$ cat src/design/bccc_pkg.sv
// ----------------------------------------------------------------------------
// bccc_pkg
// Shared constants, types and modular helpers for the bounded coin change
// way counter.
// ----------------------------------------------------------------------------
package bccc_pkg;

  localparam int unsigned MAX_SUM = 1024;
  localparam int unsigned ADDR_W  = $clog2(MAX_SUM);
  localparam int unsigned VAL_W   = 10;
  localparam int unsigned MULT_W  = VAL_W + 1;
  localparam int unsigned SPAN_W  = MULT_W + VAL_W;
  localparam int unsigned WAY_W   = 27;

  localparam logic [WAY_W-1:0] WAY_MOD = WAY_W'(100000007);

  typedef enum logic [3:0] {
    ST_IDLE,
    ST_COPY,
    ST_COPY_END,
    ST_SL_RD,
    ST_SL_ADD,
    ST_SL_WR,
    ST_MU_RD,
    ST_MU_LD,
    ST_MU_IT,
    ST_MU_WR,
    ST_DONE
  } state_e;

  typedef struct packed {
    logic load;
    logic idx_clr;
    logic idx_inc;
    logic copy_rd;
    logic copy_end;
    logic sl_add;
    logic sl_wr;
    logic mu_ld;
    logic mu_it;
    logic mu_wr;
    logic out_ld;
  } cmd_t;

  typedef struct packed {
    logic idx_end;
    logic value_zero;
    logic bits_zero;
    logic last;
    logic out_free;
  } status_t;

  function automatic logic [WAY_W-1:0] add_mod(input logic [WAY_W-1:0] a,
                                               input logic [WAY_W-1:0] b);
    logic [WAY_W:0] s;
    s = {1'b0, a} + {1'b0, b};
    if (s >= {1'b0, WAY_MOD}) begin
      s = s - {1'b0, WAY_MOD};
    end
    return s[WAY_W-1:0];
  endfunction

  function automatic logic [WAY_W-1:0] sub_mod(input logic [WAY_W-1:0] a,
                                               input logic [WAY_W-1:0] b);
    logic [WAY_W:0] s;
    if (a >= b) begin
      s = {1'b0, a} - {1'b0, b};
    end else begin
      s = {1'b0, a} + {1'b0, WAY_MOD} - {1'b0, b};
    end
    return s[WAY_W-1:0];
  endfunction

endpackage

$ cat src/design/bccc_ctrl.sv
// ----------------------------------------------------------------------------
// bccc_ctrl
// Sequencer for one coin fold: copy pass, window or multiply pass, result.
// ----------------------------------------------------------------------------
module bccc_ctrl (
  input  logic              clk_i,
  input  logic              rst_ni,
  input  logic              in_valid_i,
  output logic              in_stall_o,
  input  bccc_pkg::status_t status_i,
  output bccc_pkg::cmd_t    cmd_o
);
  import bccc_pkg::*;

  state_e state_q, state_d;

  always_ff @(posedge clk_i or negedge rst_ni) begin
    if (!rst_ni) begin
      state_q <= ST_IDLE;
    end else begin
      state_q <= state_d;
    end
  end

  always_comb begin
    state_d = state_q;
    case (state_q)
      ST_IDLE:     if (in_valid_i) state_d = ST_COPY;
      ST_COPY:     if (status_i.idx_end) state_d = ST_COPY_END;
      ST_COPY_END: state_d = status_i.value_zero ? ST_MU_RD : ST_SL_RD;
      ST_SL_RD:    state_d = ST_SL_ADD;
      ST_SL_ADD:   state_d = ST_SL_WR;
      ST_SL_WR:    state_d = status_i.idx_end ? ST_DONE : ST_SL_RD;
      ST_MU_RD:    state_d = ST_MU_LD;
      ST_MU_LD:    state_d = ST_MU_IT;
      ST_MU_IT:    if (status_i.bits_zero) state_d = ST_MU_WR;
      ST_MU_WR:    state_d = status_i.idx_end ? ST_DONE : ST_MU_RD;
      ST_DONE:     if (!status_i.last || status_i.out_free) state_d = ST_IDLE;
      default:     state_d = ST_IDLE;
    endcase
  end

  always_comb begin
    cmd_o      = '0;
    in_stall_o = 1'b1;
    case (state_q)
      ST_IDLE: begin
        in_stall_o   = 1'b0;
        cmd_o.load   = in_valid_i;
        cmd_o.idx_clr = 1'b1;
      end
      ST_COPY: begin
        cmd_o.copy_rd = 1'b1;
        cmd_o.idx_clr = status_i.idx_end;
        cmd_o.idx_inc = !status_i.idx_end;
      end
      ST_COPY_END: cmd_o.copy_end = 1'b1;
      ST_SL_ADD:   cmd_o.sl_add = 1'b1;
      ST_SL_WR: begin
        cmd_o.sl_wr   = 1'b1;
        cmd_o.idx_clr = status_i.idx_end;
        cmd_o.idx_inc = !status_i.idx_end;
      end
      ST_MU_LD: cmd_o.mu_ld = 1'b1;
      ST_MU_IT: cmd_o.mu_it = !status_i.bits_zero;
      ST_MU_WR: begin
        cmd_o.mu_wr   = 1'b1;
        cmd_o.idx_clr = status_i.idx_end;
        cmd_o.idx_inc = !status_i.idx_end;
      end
      ST_DONE: cmd_o.out_ld = status_i.last && status_i.out_free;
      default: ;
    endcase
  end

endmodule

$ cat config.mk
export PLATFORM = sky130hd
export DESIGN_NAME = bccc_ctrl
export DESIGN_NICKNAME = d
export VERILOG_FILES = /design/src/design/bccc_pkg.sv /design/src/design/bccc_ctrl.sv
export SDC_FILE = /design/constraint.sdc
export NUM_CORES = 1
export LEC_CHECK = 0
export ABC_AREA = 1
export BUFFER_PORTS_ARGS = -buffer_cell sky130_fd_sc_hd__buf_2
export CORE_AREA = 4 4 41 43
export DETAILED_ROUTE_END_ITERATION = 6
export DIE_AREA = 0 0 45 47
export PLACE_DENSITY_LB_ADDON = 0.12
export SLEW_MARGIN = 25
export SYNTH_ARGS = -nofsm -noshare
export SYNTH_HDL_FRONTEND = slang
export SYNTH_SLANG_ARGS = --single-unit
$ cat constraint.sdc
create_clock -name clk_i -period 1.3 [get_ports clk_i]
set_clock_uncertainty 0.15 [all_clocks]
set_input_delay 0.13 -clock clk_i [delete_from_list [all_inputs] [get_ports clk_i]]
set_output_delay 0.13 -clock clk_i [all_outputs]
set_load 0.1 [all_outputs]
==> results.json <==
{
  "hold_slack_ns": 0.009303,
  "ios": 20,
  "nNetsFinal": 135,
  "grt_pass1_vias": 660,
  "maxCapViolCount": 0,
  "path_class": "flop to output pin",
  "rsz0062_at_grt": "true",
  "start_util": 0.3442,
  "cts-buffers-inserted": 3,
  "fin_ws_ns": -0.4503,
  "synth_area_leaders": "dfrtp_1 22%, nand2_1 21%, nor2_2 8.4%, nor2_1 7.5%, nand2_2 7.0%",
  "status": "complete, but fails checks",
  "ant_nets": 0,
  "die_w_microns": 45,
  "cts_max_level": 1,
  "worst_setup_path_start_kind": "flop",
  "syn_area_sq_um": 447.9,
  "drc": 0,
  "drt_iter0_drc": 22,
  "routed_wl_mm": 2.024,
  "overflow": 0,
  "syn2layout_area_growth_pct": 165.1,
  "largestRegisters": "state_q x4",
  "ys_types": 16,
  "core-area_sq_mm": 0.001301,
  "synth_top_cell_area_share": 0.2235,
  "finalSetupViolCount": 16,
  "wl_per_cell_microns": 14.35,
  "hold_viol": 0,
  "via_per_inst": 4.780,
  "fmax_mhz": 571.3,
  "cp_data_required_time_ns": 1.02,
  "synth-seq-cells": 4,
  "track_usage": 0.1721,
  "fin_crit_sh": 1.346,
  "top_register": "state_q",
  "die-area_sq_mm": 0.002115,
  "clock-root-buffer": "clkbuf_4",
  "synthCells": 78,
  "hp-class": "primary input to flop",
  "cts_tree": "built",
  "rows": 13,
  "worstPathMaxFanout": 4,
  "clock-sinks": 4,
  "syn_nets": 86,
  "clk_path_buf_depth": 2,
  "synth_warnings": 0,
  "clk_pin_slew_ns": 0.04,
  "finalNonFillerCells": 141,
  "finalMaxSlewViolations": 0,
  "violations": "setup timing",
  "worstSetupEndpointType": "output pin",
  "antennaDiodeCount": 0,
  "syn_avg_cell_area_sq_um": 5.743,
  "tightest_slew_ns": 0.1882,
  "period_needed_ns": 1.750,
  "vias": 674,
  "gp_congestion": 0.8197,
  "synth_top_area_cell": "dfrtp_1",
  "worstPathArrival_ns": 1.47,
  "dp_cells": 123,
  "grt_pass1_wl_mm": 2.670,
  "utilization": 0.9125,
  "nFillCells": 62,
  "insertion_delay_ns": 0.25,
  "dr.pass1.iters": 4,
  "layout-drive-gt1-share": 0.7143,
  "dieHeight_microns": 47,
  "antenna_found_initial": 0,
  "place_hpwl_mm": 1.153,
  "io_buffer_count": 19,
  "timing.slew.headroom": 0.8741,
  "grt_max_degree": 8,
  "largest_register_ffs": 4,
  "synth_seq_area_share": 0.2235
}
layout make-up:
class | instances | area (sq um) | area share
well taps | 15 | 18.77 | 0.01581
clock buffers | 4 | 26.28 | 0.02213
inverters | 13 | 80.08 | 0.06744
multi-input cells | 59 | 436.7 | 0.3678
repair buffers | 46 | 521.8 | 0.4394
flip-flops and latches | 4 | 103.9 | 0.08746
per-stage QoR:
| stage | setup WS [ns] | setup TNS, ns | cell area [sq um] |
|---|---|---|---|
| 2_1_floorplan | -0.5191 | -3.348 | 585.6 |
| 3_3_place_gp | -0.2172 | -1.757 | 954.7 |
| 3_5_place_dp | -0.2416 | -2.146 | 954.7 |
| 4_1_cts | -0.4552 | -5.325 | 1071 |
| 5_1_grt | -0.4955 | -6.150 | 1187 |
| 6_report | -0.4503 | -5.467 | 1187 |
cell usage in the layout (no fill, tap or decap), drive strengths merged:
cell         instances
clkinv               1
inv                 11
dlygate4sd3          1
nor3                 1
o21ai                4
nor2                17
a21oi                2
nand3                4
dfrtp                4
nand2               30
buf                 45
clkbuf               4
clkinvlp             1
nand3b               1
cells in the mapped netlist:
library cell,n
dfrtp_1,4
inv_4,1
inv_2,6
nand3b_1,1
o21ai_0,3
nor2_1,9
nor2_2,6
o21ai_1,1
inv_1,6
nand2_1,25
nor2_4,2
buf_4,2
nand2_2,5
a21oi_1,2
nor3_1,1
nand3_1,4
worst max-delay path, cell delays in order, from the launching register on:
cell and delay (ns):
dfrtp_2 0.40, clkinv_4 0.07, nor2_4 0.16, nand2_2 0.09, nand2_2 0.11, nor2_4 0.06
o21ai_4 0.14, buf_12 0.19
cells by family (layout without fill, tap and decap cells):
logic type	after synthesis	count (layout)	share of synthesized area
simple gates	53	53	0.5614
buf+inv	15	63	0.1480
flops	4	4	0.2235
compound gates	6	6	0.06702
timing repair:
item                                    in CTS  in global routing
gates resized for setup                      8                 22
buffers inserted                             8                  5
pin swaps                                   11                 14
endpoints found under the setup margin      16                 16
hold endpoints to repair                     4                  0
hold buffers                                 1                  0
per-layer routing:
layer / track usage / up-vias / part of all wire
li1: - / 331 / -
met1: 0.1954 / 318 / 0.37
met2: 0.3164 / 23 / 0.58
met3: 0.01149 / 2 / 0.041
met4: 0.09942 / 0 / 0.011
met5: 0 / - / 0
path summary, 6_finish.rpt:
| check | start | cells after the start | slack, ns | end |
|---|---|---|---|---|
| max | state_q[0] | 7 | -0.45 | cmd_o[9] |
| min in group asynchronous | rst_ni | 2 | 0.07 | state_q[1] |
| max in group asynchronous | rst_ni | 2 | 0.80 | state_q[3] |
| min reg2reg | state_q[0] | 4 | 0.64 | state_q[2] |
| min | status_i[3] | 3 | 0.009 | state_q[2] |
| max reg2reg | state_q[0] | 11 | -0.33 | state_q[0] |
Power is left out: the tool's default activity adds up to more than one toggle a clock period on the data nets, which glitch-free logic cannot reach.
